===== config.mk =====
export PLATFORM = sky130hd
export DESIGN_NAME = ems_page_mapper
export DESIGN_NICKNAME = d
export VERILOG_FILES = /design/src/hdl/emspm_pkg.sv /design/src/hdl/emspm_remap.sv /design/src/hdl/ems_page_mapper.sv
export VERILOG_INCLUDE_DIRS = /design/src /design/src/hdl
export SDC_FILE = /design/constraint.sdc
export NUM_CORES = 1
export LEC_CHECK = 0
export ABC_AREA = 1
export BUFFER_PORTS_ARGS = -buffer_cell sky130_fd_sc_hd__buf_2
export CORE_MARGIN = 2
export CORE_UTILIZATION = 35
export CTS_CLUSTER_DIAMETER = 200
export CTS_CLUSTER_SIZE = 30
export DETAILED_ROUTE_END_ITERATION = 10
export GPL_ROUTABILITY_DRIVEN = 1
export GPL_TIMING_DRIVEN = 0
export PLACE_DENSITY = 0.47
export SYNTH_ARGS = -nofsm -noshare
export SYNTH_HDL_FRONTEND = slang
export SYNTH_SLANG_ARGS = --single-unit

===== constraint.sdc =====
create_clock -name clk -period 3.6 [get_ports clk]
set_input_delay 0.54 -clock clk [delete_from_list [all_inputs] [get_ports clk]]
set_output_delay 0.54 -clock clk [all_outputs]
set_load 0.05 [all_outputs]

===== src/hdl/ems_page_mapper_defines.svh =====
// assertion macros for the ems page mapper
// expects clk and rst_n in the scope where a macro is used
`ifndef EMS_PAGE_MAPPER_DEFINES_SVH
`define EMS_PAGE_MAPPER_DEFINES_SVH

// same-cycle implication, checked outside reset
`define EMSPM_ASSERT_NOW(lbl, ante, cons, msg) \
  lbl: assert property (@(posedge clk) disable iff (!rst_n) (ante) |-> (cons)) else $error(msg);

// next-cycle implication, checked outside reset
`define EMSPM_ASSERT_NEXT(lbl, ante, cons, msg) \
  lbl: assert property (@(posedge clk) disable iff (!rst_n) (ante) |=> (cons)) else $error(msg);

`endif


===== src/hdl/emspm_pkg.sv =====
// shared types and constants for the ems page mapper
// no dependencies
`timescale 1ns / 1ps
`default_nettype none

package emspm_pkg;

  localparam int EMSPM_PAGE_COUNT = 32;
  localparam int CFG_DATA_W       = 15;
  localparam int CFG_IDX_W        = 2;

  // request modes
  localparam logic [1:0] MODE_PORT_WR = 2'd0;
  localparam logic [1:0] MODE_PORT_RD = 2'd1;
  localparam logic [1:0] MODE_XLATE   = 2'd2;

  // port offsets
  localparam logic [1:0] OFFS_PAGE_LO = 2'd0;
  localparam logic [1:0] OFFS_PAGE_HI = 2'd1;
  localparam logic [1:0] OFFS_INDEX   = 2'd2;

  // configuration register indexes
  localparam logic [CFG_IDX_W-1:0] REG_EMS_CONTROL = 2'd0;
  localparam logic [CFG_IDX_W-1:0] REG_DRAM_CONFIG = 2'd1;
  localparam logic [CFG_IDX_W-1:0] REG_EXT_BOUNDARY = 2'd2;
  localparam logic [CFG_IDX_W-1:0] REG_MEM_SIZE_KB = 2'd3;

  localparam logic [7:0]  RST_EMS_CONTROL  = 8'h00;
  localparam logic [7:0]  RST_DRAM_CONFIG  = 8'h02;
  localparam logic [7:0]  RST_EXT_BOUNDARY = 8'h00;
  localparam logic [14:0] RST_MEM_SIZE_KB  = 15'd2048;

  localparam logic [7:0] PAGE_LO_RESET = 8'hFF;
  localparam logic [7:0] PAGE_HI_RESET = 8'h03;
  localparam logic [7:0] PORT_IDLE_DATA = 8'hFF;
  localparam logic [7:0] PORT_EN_MASK  = 8'h41;
  localparam logic [7:0] PORT_EN_BASE  = 8'h40;

  // page windows in 16 KB block numbers
  localparam logic [9:0] WIN_LO_FIRST = 10'd16;
  localparam logic [9:0] WIN_LO_END   = 10'd40;
  localparam logic [9:0] WIN_HI_FIRST = 10'd52;
  localparam logic [9:0] WIN_HI_END   = 10'd60;
  localparam logic [9:0] WIN_HI_BASE  = 10'd28;

  // remap constants
  localparam logic [23:0] RM_MASK_HI    = 24'h780000;
  localparam logic [23:0] RM_MASK_TOP   = 24'h600000;
  localparam logic [23:0] RM_MASK_MID   = 24'h180000;
  localparam logic [23:0] RM_SWAP_LO    = 24'h100000;
  localparam logic [23:0] RM_SWAP_END   = 24'h160000;
  localparam logic [23:0] RM_XOR_SMALL  = 24'h1F0000;
  localparam logic [23:0] RM_XOR_LARGE  = 24'h670000;
  localparam logic [14:0] MEM_2M_KB     = 15'd2048;
  localparam logic [3:0]  DRAM_CODE_SWAP = 4'd3;

  typedef struct packed {
    logic [1:0]  mode;
    logic        port_bank;
    logic [1:0]  port_offset;
    logic [7:0]  data_byte;
    logic [23:0] cpu_addr;
  } emspm_in_t;

  typedef struct packed {
    logic [7:0]  read_data;
    logic [23:0] phys_addr;
    logic        in_range;
    logic        page_hit;
  } emspm_out_t;

endpackage

`default_nettype wire


===== src/hdl/emspm_remap.sv =====
// dram configuration remap, extended memory swap and range check
// depends on emspm_pkg
`timescale 1ns / 1ps
`default_nettype none

module emspm_remap (
  input  wire logic [23:0] addr_in,
  input  wire logic [3:0]  dram_code,
  input  wire logic        ext_flag,
  input  wire logic [14:0] mem_size_kb,
  output logic      [23:0] phys_addr,
  output logic             in_range
);
  import emspm_pkg::*;

  logic        size_lt;
  logic        size_gt;
  logic        size_eq;
  logic [23:0] addr_rm;
  logic [23:0] addr_low;
  logic        in_swap;

  assign size_lt = mem_size_kb < MEM_2M_KB;
  assign size_gt = mem_size_kb > MEM_2M_KB;
  assign size_eq = mem_size_kb == MEM_2M_KB;

  always_comb begin
    addr_rm = addr_in;
    if (size_lt && (dram_code > 4'd7 || ext_flag)) begin
      addr_rm = (addr_in & ~RM_MASK_HI) | ((addr_in & RM_MASK_TOP) >> 2);
    end else if (dram_code < 4'd8 && !ext_flag) begin
      addr_rm = addr_in & ~RM_MASK_TOP;
      if (size_gt || (size_eq && dram_code < 4'd6)) begin
        addr_rm = addr_rm | ((addr_rm & RM_MASK_MID) << 2);
      end
    end
  end

  assign addr_low = addr_rm & ~RM_MASK_TOP;
  assign in_swap  = !ext_flag && (dram_code == DRAM_CODE_SWAP) &&
                    (addr_low >= RM_SWAP_LO) && (addr_low < RM_SWAP_END);

  assign phys_addr = in_swap ? (addr_rm ^ (size_lt ? RM_XOR_SMALL : RM_XOR_LARGE)) : addr_rm;
  assign in_range  = {1'b0, phys_addr} < {mem_size_kb, 10'd0};

endmodule

`default_nettype wire


===== src/hdl/ems_page_mapper.sv =====
// ems page mapper top level: page stores, index register, result register
// depends on emspm_pkg, emspm_remap and ems_page_mapper_defines.svh
`timescale 1ns / 1ps
`default_nettype none

// One request per clock while the output is not stalled. A request is
// accepted into a first stage register, where the page store memory is read
// (one port, registered data) and port writes land; the result register is
// then loaded from the first stage when the output can advance, and the
// result is presented from there. A stalled output holds both stages. The
// page stores come out of reset at 0xFF (low) and 0x03 (high) through
// per-entry valid bits, so there is no clearing pass after reset.
// Configuration may be written only while no request is in flight.
`include "ems_page_mapper_defines.svh"

module ems_page_mapper #(
  parameter int PAGE_COUNT = emspm_pkg::EMSPM_PAGE_COUNT
) (
  input  wire logic                                clk,
  input  wire logic                                rst_n,
  input  wire logic                                in_valid,
  output logic                                     in_ready,
  input  wire emspm_pkg::emspm_in_t                in_data,
  output logic                                     out_valid,
  input  wire logic                                out_ready,
  output emspm_pkg::emspm_out_t                    out_data,
  input  wire logic                                cfg_we,
  input  wire logic [emspm_pkg::CFG_IDX_W-1:0]     cfg_index,
  input  wire logic [emspm_pkg::CFG_DATA_W-1:0]    cfg_wdata
);
  import emspm_pkg::*;

  localparam int PAGE_AW = $clog2(PAGE_COUNT);

  // configuration
  logic [7:0]  ems_control_r;
  logic [7:0]  dram_config_r;
  logic [7:0]  ext_boundary_r;
  logic [14:0] mem_size_kb_r;

  always_ff @(posedge clk) begin
    if (!rst_n) begin
      ems_control_r  <= RST_EMS_CONTROL;
      dram_config_r  <= RST_DRAM_CONFIG;
      ext_boundary_r <= RST_EXT_BOUNDARY;
      mem_size_kb_r  <= RST_MEM_SIZE_KB;
    end else if (cfg_we) begin
      case (cfg_index)
        REG_EMS_CONTROL:  ems_control_r  <= cfg_wdata[7:0];
        REG_DRAM_CONFIG:  dram_config_r  <= cfg_wdata[7:0];
        REG_EXT_BOUNDARY: ext_boundary_r <= cfg_wdata[7:0];
        REG_MEM_SIZE_KB:  mem_size_kb_r  <= cfg_wdata;
        default: ;
      endcase
    end
  end

  // handshake
  logic s1_vld_r;
  logic out_vld_r;
  logic s1_adv;
  logic in_fire;

  assign s1_adv   = !out_vld_r || out_ready;
  assign in_ready = !s1_vld_r || s1_adv;
  assign in_fire  = in_valid && in_ready;

  always_ff @(posedge clk) begin
    if (!rst_n) begin
      s1_vld_r  <= 1'b0;
      out_vld_r <= 1'b0;
    end else begin
      if (in_ready) s1_vld_r <= in_valid;
      if (s1_adv) out_vld_r <= s1_vld_r;
    end
  end

  // port decode at acceptance
  logic               port_en;
  logic [PAGE_AW-1:0] sel;
  logic [9:0]         blk;
  logic [9:0]         blk_off;
  logic               win_lo;
  logic               win_hi;
  logic [PAGE_AW-1:0] raddr;
  logic               wr_lo;
  logic               wr_hi;
  logic [7:0]         page_index_r;
  logic [7:0]         page_index_nxt;

  assign port_en = (ems_control_r & PORT_EN_MASK) == (PORT_EN_BASE | {7'd0, in_data.port_bank});
  assign sel     = page_index_r[PAGE_AW-1:0];
  assign blk     = in_data.cpu_addr[23:14];
  assign win_lo  = (blk >= WIN_LO_FIRST) && (blk < WIN_LO_END);
  assign win_hi  = (blk >= WIN_HI_FIRST) && (blk < WIN_HI_END);
  assign blk_off = win_lo ? (blk - WIN_LO_FIRST) : (blk - WIN_HI_BASE);
  assign raddr   = (in_data.mode == MODE_XLATE) ? blk_off[PAGE_AW-1:0] : sel;

  assign wr_lo = in_fire && port_en && (in_data.mode == MODE_PORT_WR) &&
                 (in_data.port_offset == OFFS_PAGE_LO);
  assign wr_hi = in_fire && port_en && (in_data.mode == MODE_PORT_WR) &&
                 (in_data.port_offset == OFFS_PAGE_HI);

  always_comb begin
    page_index_nxt = page_index_r;
    if (in_fire && port_en && in_data.mode == MODE_PORT_WR) begin
      if (in_data.port_offset == OFFS_INDEX) begin
        page_index_nxt = in_data.data_byte;
      end else if (in_data.port_offset == OFFS_PAGE_HI && page_index_r[7]) begin
        page_index_nxt = {page_index_r[7:5], page_index_r[4:0] + 5'd1};
      end
    end
  end

  always_ff @(posedge clk) begin
    if (!rst_n) begin
      page_index_r <= 8'd0;
    end else begin
      page_index_r <= page_index_nxt;
    end
  end

  // page stores with valid bits standing in for the reset values
  logic [7:0]            lo_mem [PAGE_COUNT];
  logic [7:0]            hi_mem [PAGE_COUNT];
  logic [PAGE_COUNT-1:0] lo_vld_r;
  logic [PAGE_COUNT-1:0] hi_vld_r;
  logic [7:0]            lo_rd_r;
  logic [7:0]            hi_rd_r;
  logic                  lo_rv_r;
  logic                  hi_rv_r;

  always_ff @(posedge clk) begin
    if (wr_lo) lo_mem[sel] <= in_data.data_byte;
    if (wr_hi) hi_mem[sel] <= in_data.data_byte;
    if (in_fire) begin
      lo_rd_r <= lo_mem[raddr];
      hi_rd_r <= hi_mem[raddr];
    end
  end

  always_ff @(posedge clk) begin
    if (!rst_n) begin
      lo_vld_r <= '0;
      hi_vld_r <= '0;
      lo_rv_r  <= 1'b0;
      hi_rv_r  <= 1'b0;
    end else begin
      if (wr_lo) lo_vld_r[sel] <= 1'b1;
      if (wr_hi) hi_vld_r[sel] <= 1'b1;
      if (in_fire) begin
        lo_rv_r <= lo_vld_r[raddr];
        hi_rv_r <= hi_vld_r[raddr];
      end
    end
  end

  // first stage payload
  logic [1:0]  s1_mode_r;
  logic [1:0]  s1_offs_r;
  logic        s1_port_en_r;
  logic        s1_win_r;
  logic [23:0] s1_addr_r;
  logic [7:0]  s1_index_r;

  always_ff @(posedge clk) begin
    if (in_fire) begin
      s1_mode_r    <= in_data.mode;
      s1_offs_r    <= in_data.port_offset;
      s1_port_en_r <= port_en;
      s1_win_r     <= win_lo || win_hi;
      s1_addr_r    <= in_data.cpu_addr;
      s1_index_r   <= page_index_r;
    end
  end

  // second stage: page lookup, remap, result
  logic [7:0]  page_lo;
  logic [7:0]  page_hi;
  logic        hit;
  logic [23:0] mapped_addr;
  logic [23:0] phys;
  logic        phys_in_range;
  emspm_out_t  out_data_nxt;
  emspm_out_t  out_data_r;

  assign page_lo     = lo_rv_r ? lo_rd_r : PAGE_LO_RESET;
  assign page_hi     = hi_rv_r ? hi_rd_r : PAGE_HI_RESET;
  assign hit         = s1_win_r && ems_control_r[7] && page_hi[7];
  assign mapped_addr = hit ? {page_hi[1:0], page_lo, s1_addr_r[13:0]} : s1_addr_r;

  emspm_remap u_remap (
    .addr_in     (mapped_addr),
    .dram_code   (dram_config_r[3:0]),
    .ext_flag    (ext_boundary_r[6]),
    .mem_size_kb (mem_size_kb_r),
    .phys_addr   (phys),
    .in_range    (phys_in_range)
  );

  always_comb begin
    out_data_nxt = '0;
    case (s1_mode_r)
      MODE_PORT_RD: begin
        out_data_nxt.read_data = PORT_IDLE_DATA;
        if (s1_port_en_r) begin
          case (s1_offs_r)
            OFFS_PAGE_LO: out_data_nxt.read_data = page_lo;
            OFFS_PAGE_HI: out_data_nxt.read_data = page_hi;
            OFFS_INDEX:   out_data_nxt.read_data = s1_index_r;
            default:      out_data_nxt.read_data = PORT_IDLE_DATA;
          endcase
        end
      end
      MODE_XLATE: begin
        out_data_nxt.phys_addr = phys;
        out_data_nxt.in_range  = phys_in_range;
        out_data_nxt.page_hit  = hit;
      end
      default: ;
    endcase
  end

  always_ff @(posedge clk) begin
    if (s1_adv && s1_vld_r) out_data_r <= out_data_nxt;
  end

  assign out_valid = out_vld_r;
  assign out_data  = out_data_r;

  // checks
  `EMSPM_ASSERT_NOW(a_ready_when_empty, !out_vld_r, in_ready, "input stalled with empty output")
  `EMSPM_ASSERT_NOW(a_hit_needs_ems, out_vld_r && out_data_r.page_hit, ems_control_r[7], "page hit with ems off")
  `EMSPM_ASSERT_NOW(a_read_excl, out_vld_r && out_data_r.read_data != 8'd0, out_data_r.phys_addr == 24'd0 && !out_data_r.page_hit && !out_data_r.in_range, "port read result carries address")
  `EMSPM_ASSERT_NEXT(a_auto_inc, wr_hi && page_index_r[7], page_index_r[4:0] == $past(page_index_r[4:0]) + 5'd1, "index did not advance")

endmodule

`default_nettype wire

Word level (Yosys, flattened, before mapping)
Memory sizes are Yosys's and may differ from the RTL's. A register that Yosys moved wholly into a read port is not among the register bits.
Index checks and enable logic that the tools add are counted.
- register bits: 182
- memory bits (writable): 512
- input bits: 59
- memories kept: 2
- memories (memory ; depth ; bits a word ; read ports ; clocked after Yosys merged registers in ; write ports ; line ; text):
    hi_mem ; 32 ; 8 ; 1 ; 1 ; 1 ; ems_page_mapper.sv:125 ; logic [7:0] hi_mem [PAGE_COUNT];
    lo_mem ; 32 ; 8 ; 1 ; 1 ; 1 ; ems_page_mapper.sv:124 ; logic [7:0] lo_mem [PAGE_COUNT];
- $add $sub $neg: 3
- order comparisons: 15
- equal/unequal tests: 13
- mux-type cells: 24
- bitwise logic cells: 5
- reductions and logical operators: 37
- operators with widths (operator ; number):
    $mux W24 ; 5
    $or A32 B32 Y32 ; 2
    $mux W8 ; 4
    $lt A24 B25 Y1 ; 1
    $ge A24 B21 Y1 const B ; 1
    $lt A24 B21 Y1 const B ; 1
    $or A24 B21 Y24 ; 1
    $or A24 B23 Y24 ; 1
    $pmux W8 S3 ; 1
    $xor A24 B24 Y24 ; 1
    $mux W23 ; 1
    $lt A10 B6 Y1 const B ; 2
    $logic_and A1 B1 Y1 ; 18
    $eq A15 B12 Y1 const B ; 1
    $gt A15 B12 Y1 const B ; 1
    $lt A15 B12 Y1 const B ; 1
    $mux W5 ; 3
    $eq A2 B2 Y1 const B ; 6
    $lt A5 B6 Y1 const B ; 2
    $reduce_and A2 Y1 ; 6
    $bmux W1 S5 ; 2
    $ge A10 B5 Y1 const B ; 1
    $ge A10 B6 Y1 const B ; 1
    $sub A5 B5 Y5 const B ; 2
    14 further kinds ; 32

Depth between registers and ports, before layout
- depth in word-level cells: 12
- mapped depth: 20
- depth with buffers taken out: 20

Hierarchy
From an unflattened synthesis, not the netlist that was laid out.
- cell total of the unflattened synthesis: 2626
- area total of the unflattened synthesis: 29220.5 µm²
- by module, submodules not included (module ; times used ; cells an instance ; area an instance (µm²) ; sequential area each (µm²)):
    ems_page_mapper ; 1 ; 2495 ; 28442.3 ; 19999.2
    emspm_remap ; 1 ; 131 ; 778.2 ; 0.0

Worst setup path after synthesis
No wires, ideal clock.
- kind: reg-to-reg
- start: register out_vld_r, in the netlist out_valid
- end: memory hi_mem[24][0], enable pin
- data arrival time: 3247 ps
- slack: -32 ps
- cell stages (with the launch flop): 9
- path buffers: 1
- period minus slack after synthesis: 3632 ps
- path through: dfxtp_1 nand3_1 nand2_1 inv_2 nand3_1 nor2_1 nand2_1 buf_2 nor3_1
- word-level cells in the longest chain between the ends: 9
- RTL lines (what ; line ; text):
    start, declared ; ems_page_mapper.sv:60 ; logic out_vld_r;
    start signal, assigned ; ems_page_mapper.sv:74 ; if (s1_adv) out_vld_r <= s1_vld_r;
    $logic_not A1 Y1 ; ems_page_mapper.sv:64 ; assign s1_adv = !out_vld_r || out_ready;
    $logic_or A1 B1 Y1 ; ems_page_mapper.sv:64 ;
    $logic_or A1 B1 Y1 ; ems_page_mapper.sv:65 ; assign in_ready = !s1_vld_r || s1_adv;
    named net in_ready ; ems_page_mapper.sv:22 ; output logic in_ready,
    $logic_and A1 B1 Y1 ; ems_page_mapper.sv:66 ; assign in_fire = in_valid && in_ready;
    named net in_fire ; ems_page_mapper.sv:62 ; logic in_fire;
    $logic_and A1 B1 Y1 (3 in a row) ; ems_page_mapper.sv:101 ; assign wr_hi = in_fire && port_en && (in_data.mode == MODE_PORT_WR) &&
    $mux W1 ; ems_page_mapper.sv:135 ; if (wr_hi) hi_mem[sel] <= in_data.data_byte;
    $mux W1 (implied by the code) ; ems_page_mapper.sv:135 ;
    end, declared ; ems_page_mapper.sv:125 ;
The timed path passes the listed nets, and every way through them passes these cells.

Worst setup path in the final report
- start: register out_vld_r, in the netlist out_valid
- end: memory hi_mem[12][5], enable pin
- word-level cells in the longest chain between the ends: 9
- RTL lines (what ; line):
    $logic_not A1 Y1 ; ems_page_mapper.sv:64
    $logic_or A1 B1 Y1 ; ems_page_mapper.sv:64
    $logic_or A1 B1 Y1 ; ems_page_mapper.sv:65
    $logic_and A1 B1 Y1 ; ems_page_mapper.sv:66
    named net in_fire ; ems_page_mapper.sv:62
    $logic_and A1 B1 Y1 (3 in a row) ; ems_page_mapper.sv:101
    $mux W1 ; ems_page_mapper.sv:135
    $mux W1 (implied by the code) ; ems_page_mapper.sv:135
The timed path passes the listed nets, and every way through them passes these cells.

==> summary.txt <==
Status
  – Run status: finished, final reports clean

Clocking
  – Clock Latency Late Sink: around 0.65 ns
  – Post-CTS setup buffer count: 0
  – CTS root buffer: clkbuf_16
  – Clock tree sinks: 699
  – CTS tree: yes
  – H-Tree Depth: 1
  – CTS Buf Count: 27
  – CTS clock-pin slew for the worst setup and hold paths: 0.12 ns
  – Clock tree buffer depth: 3

Detailed routing
  – Via count: around 20000
  – Routed Antenna Nets: 0
  – Residual DRC: 0
  – Via density: around 5.2
  – Mean routed wirelength per cell: 24.3 um
  – DRT Pass-1 Iters: 6
  – Initial DRC count: ~1800
  – Detailed Route WL: about 90000 um

Critical path
  – Worst setup path end: hi_mem[12][5]$_DFFE_PP_
  – Worst Path Required: 3.88 ns
  – Arr. time, crit path: 3.69 ns
  – R2R depth: 10
  – Type of destination of the critical path: register
  – Setup crit start kind: register
  – Launch point of the worst path: out_valid$_SDFFE_PN0P_
  – CP Max Fanout: 57
  – Reg-to-reg endpoint: hi_mem[12][5]$_DFFE_PP_
  – Kind of critical path: register to register
  – Worst r2r src: out_valid$_SDFFE_PN0P_
  – R2R Setup Slk: about 0.19 ns

Placement
  – I/O Buffers: 94
  – Dpl hpwl: around 65000 um
  – Placer Congestion: approximately 0.94

Global route
  – Initial antenna violation count: 1
  – Met2 global-route usage: between 30% and 40%
  – GRT Util Overall: between 20 and 25%
  – Grt peak-use layer: met2
  – Vias in the first global route: between 15000 and 20000
  – GR Layer Usage met1: around 29%
  – Met3 Usage GRT: 2.39%
  – First-pass GRT wire length: approximately 130000 um
  – Largest net degree at the start of global routing: 66
  – Total grt overflow: 0

Floorplanning
  – IO Count: 95
  – Starting Density: between 30% and 40%
  – # rows: 105
  – Die area: approximately 85000 um2
  – Core ar.: roughly 80000 um2
  – Die Ht: between 200 and 300 um
  – Die Span X: slightly below 300 um

STA
  – Fmax achieved: about 0.3 GHz
  – Final slew viol count: 0
  – Hold Vio Cnt, Final: 0
  – Slew margin rel.: about 14%
  – Final setup viols: 0
  – Worst Tran Pin Value: roughly 1.3 ns
  – Hold slack: 0.0566 ns
  – Period utilization: 94.8%
  – Min cycle time layout: ~3.4 ns
  – RSZ-0062 raised after global routing: no
  – Setup Skew: roughly 0.058 ns

Yosys
  – Async SR Flop Fraction: 0%
  – Post-synthesis cell type count: 43
  – Yosys warnings: 0
  – Synth Cell Area: approximately 29000 um2
  – Post-synth EDFFs: 600
  – Share of the yosys chip area belonging to registers: between 60 and 70%
  – Flip-flop and latch count after synthesis: 699
  – Syn Inst Count: approximately 2600
  – Ys flop type: edfxtp_1
  – Syn nets: around 2700
  – Avg Synthesized Cell Area: around 11 um2

Cells and area
  – Synth-to-Final Area Change: 10.2%
  – Nets: 2792
  – Layout cell share with drive strength beyond 1: 10.1%

Pwr
  – Power per cell area: 443 nW/um2
  – Total Power: 0.0141 W
  – Peak VDD IR: about 0.00038 V
  – Leakage: ~11 nW

Job
  – Max cap viols: 0

Hold path
  – Min-delay worst type: input pin to register
placed cells by master, fill, tap and decap left out, types with 67 or more instances in the layout:
| cell | instances |
|---|---|
| o21ai_0 | 277 |
| dfxtp_1 | 99 |
| clkbuf_1 | 67 |
| o211ai_1 | 97 |
| nand3_1 | 117 |
| a21oi_1 | 105 |
| nor2_1 | 385 |
| buf_2 | 161 |
| nand2_1 | 365 |
| inv_1 | 188 |
| edfxtp_1 | 600 |
synth_stat cells, drive strengths merged, types with 6 or more instances:
cell type  count  area [um2]
nand2        373        1440
o21ai        290        1470
o22ai         32         200
buf           92         521
o21a          29         218
nor3          25         135
nand4          6        37.5
dfxtp         99        1980
nor2         387        1460
nand3        119         606
ha            20         250
clkbuf        49         188
o211ai        97         728
a41oi          7        61.3
inv          199         747
edfxtp       600       18000
a21oi        106         531
o221ai        16         140
stage by stage:
step / setup TNS, ns / instances / worst slack [ns] / util (%) / instance area, um2
final: 0 / 3804 / 0.188 / 38.9 / 31900
after detailed placement: -31.52 / 3754 / -0.305 / 37.9 / 31100
after CTS: 0 / 3803 / 0.00252 / 38.9 / 31900
after global routing: 0 / 3803 / 0.0366 / 38.9 / 31900
after global placement: -87.48 / 3739 / -1.03 / 37.5 / 30700
after floorplan: 0 / 2575 / 0.213 / - / 28900
power by group:
part | internal (W) | total (W) | switching [W]
combinational | 0.000318 | 0.00127 | 0.000952
sequential | 0.00886 | 0.00889 | 0.0000311
clock | 0.00146 | 0.00397 | 0.00251
total | 0.0106 | 0.0141 | 0.00349
sequential cells by signal, summed over array words and instances (netlist names), 2 cells and up:
register       cells
dram_config_r      4
lo_rd_r            8
s1_index_r         8
s1_addr_r         24
lo_mem           256
hi_rd_r            8
page_index_r       8
hi_vld_r          32
hi_mem           256
mem_size_kb_r     15
s1_mode_r          2
ems_control_r      3
out_data          34
s1_offs_r          2
lo_vld_r          32
layer usage:
metal | up-vias | part of all wire (%)
li1 | 9280 | -
met1 | 9840 | 44
met2 | 609 | 47
met3 | 105 | 5.4
met4 | 0 | 3.4
met5 | - | 0
timing repair:
item	in CTS	in global routing
endpoints found under the setup margin	0	115
hold buffers	0	0
gates resized for setup	0	3
worst min-delay path by stage:
stage                                            start                 endpoint  slack [ns]  depth (start not counted)
final                                      in_data[10]  s1_addr_r[10]$_DFFE_PP_        0.06                          1
after global routing                       in_data[10]  s1_addr_r[10]$_DFFE_PP_        0.04                          1
after CTS                                  in_data[10]  s1_addr_r[10]$_DFFE_PP_        0.03                          1
after detailed placement  page_index_r[5]$_SDFFE_PN0P_  s1_index_r[5]$_DFFE_PP_        0.42                          0
after global placement    page_index_r[5]$_SDFFE_PN0P_  s1_index_r[5]$_DFFE_PP_        0.42                          0
after floorplan           page_index_r[2]$_SDFFE_PN0P_  s1_index_r[2]$_DFFE_PP_        0.40                          0
worst max-delay path, cell delays in order, from the launching register on:
cell      delay [ns]
dfxtp_1         0.37
nand3_1         0.15
nand2_1         0.23
inv_8           0.40
nand3_1         0.21
nor2_1          0.12
nand2_1         0.29
clkinv_1        0.36
buf_2           0.32
nand2_1         0.17
inv_1           0.37
cell families (layout without fill, tap and decap cells):
logic type | Yosys count | count (layout) | synth area share [%]
xor gates and xnor gates | 2 | 2 | 0.0606
adders and majority gates | 20 | 20 | 0.865
DFF | 699 | 699 | 69.2
buffers and inverters | 344 | 502 | 5.08
and+or+nand+nor | 920 | 920 | 12.9
other | 0 | 1 | 0
AOI/OAI and AO/OA | 590 | 590 | 11.9
layout make-up:
type / count / area [um2]
diodes: 1 / 2.50
plain buffers: 141 / 708
clock buffers: 48 / 754
clock inverters: 1 / 30.0
fillers: 8061 / 50100
inverters: 203 / 769
multi-input cells: 1532 / 7520
flip-flops and latches: 699 / 20000
well taps: 1070 / 1340
repair buffers: 109 / 751
Power figures use the tool's default switching activity.
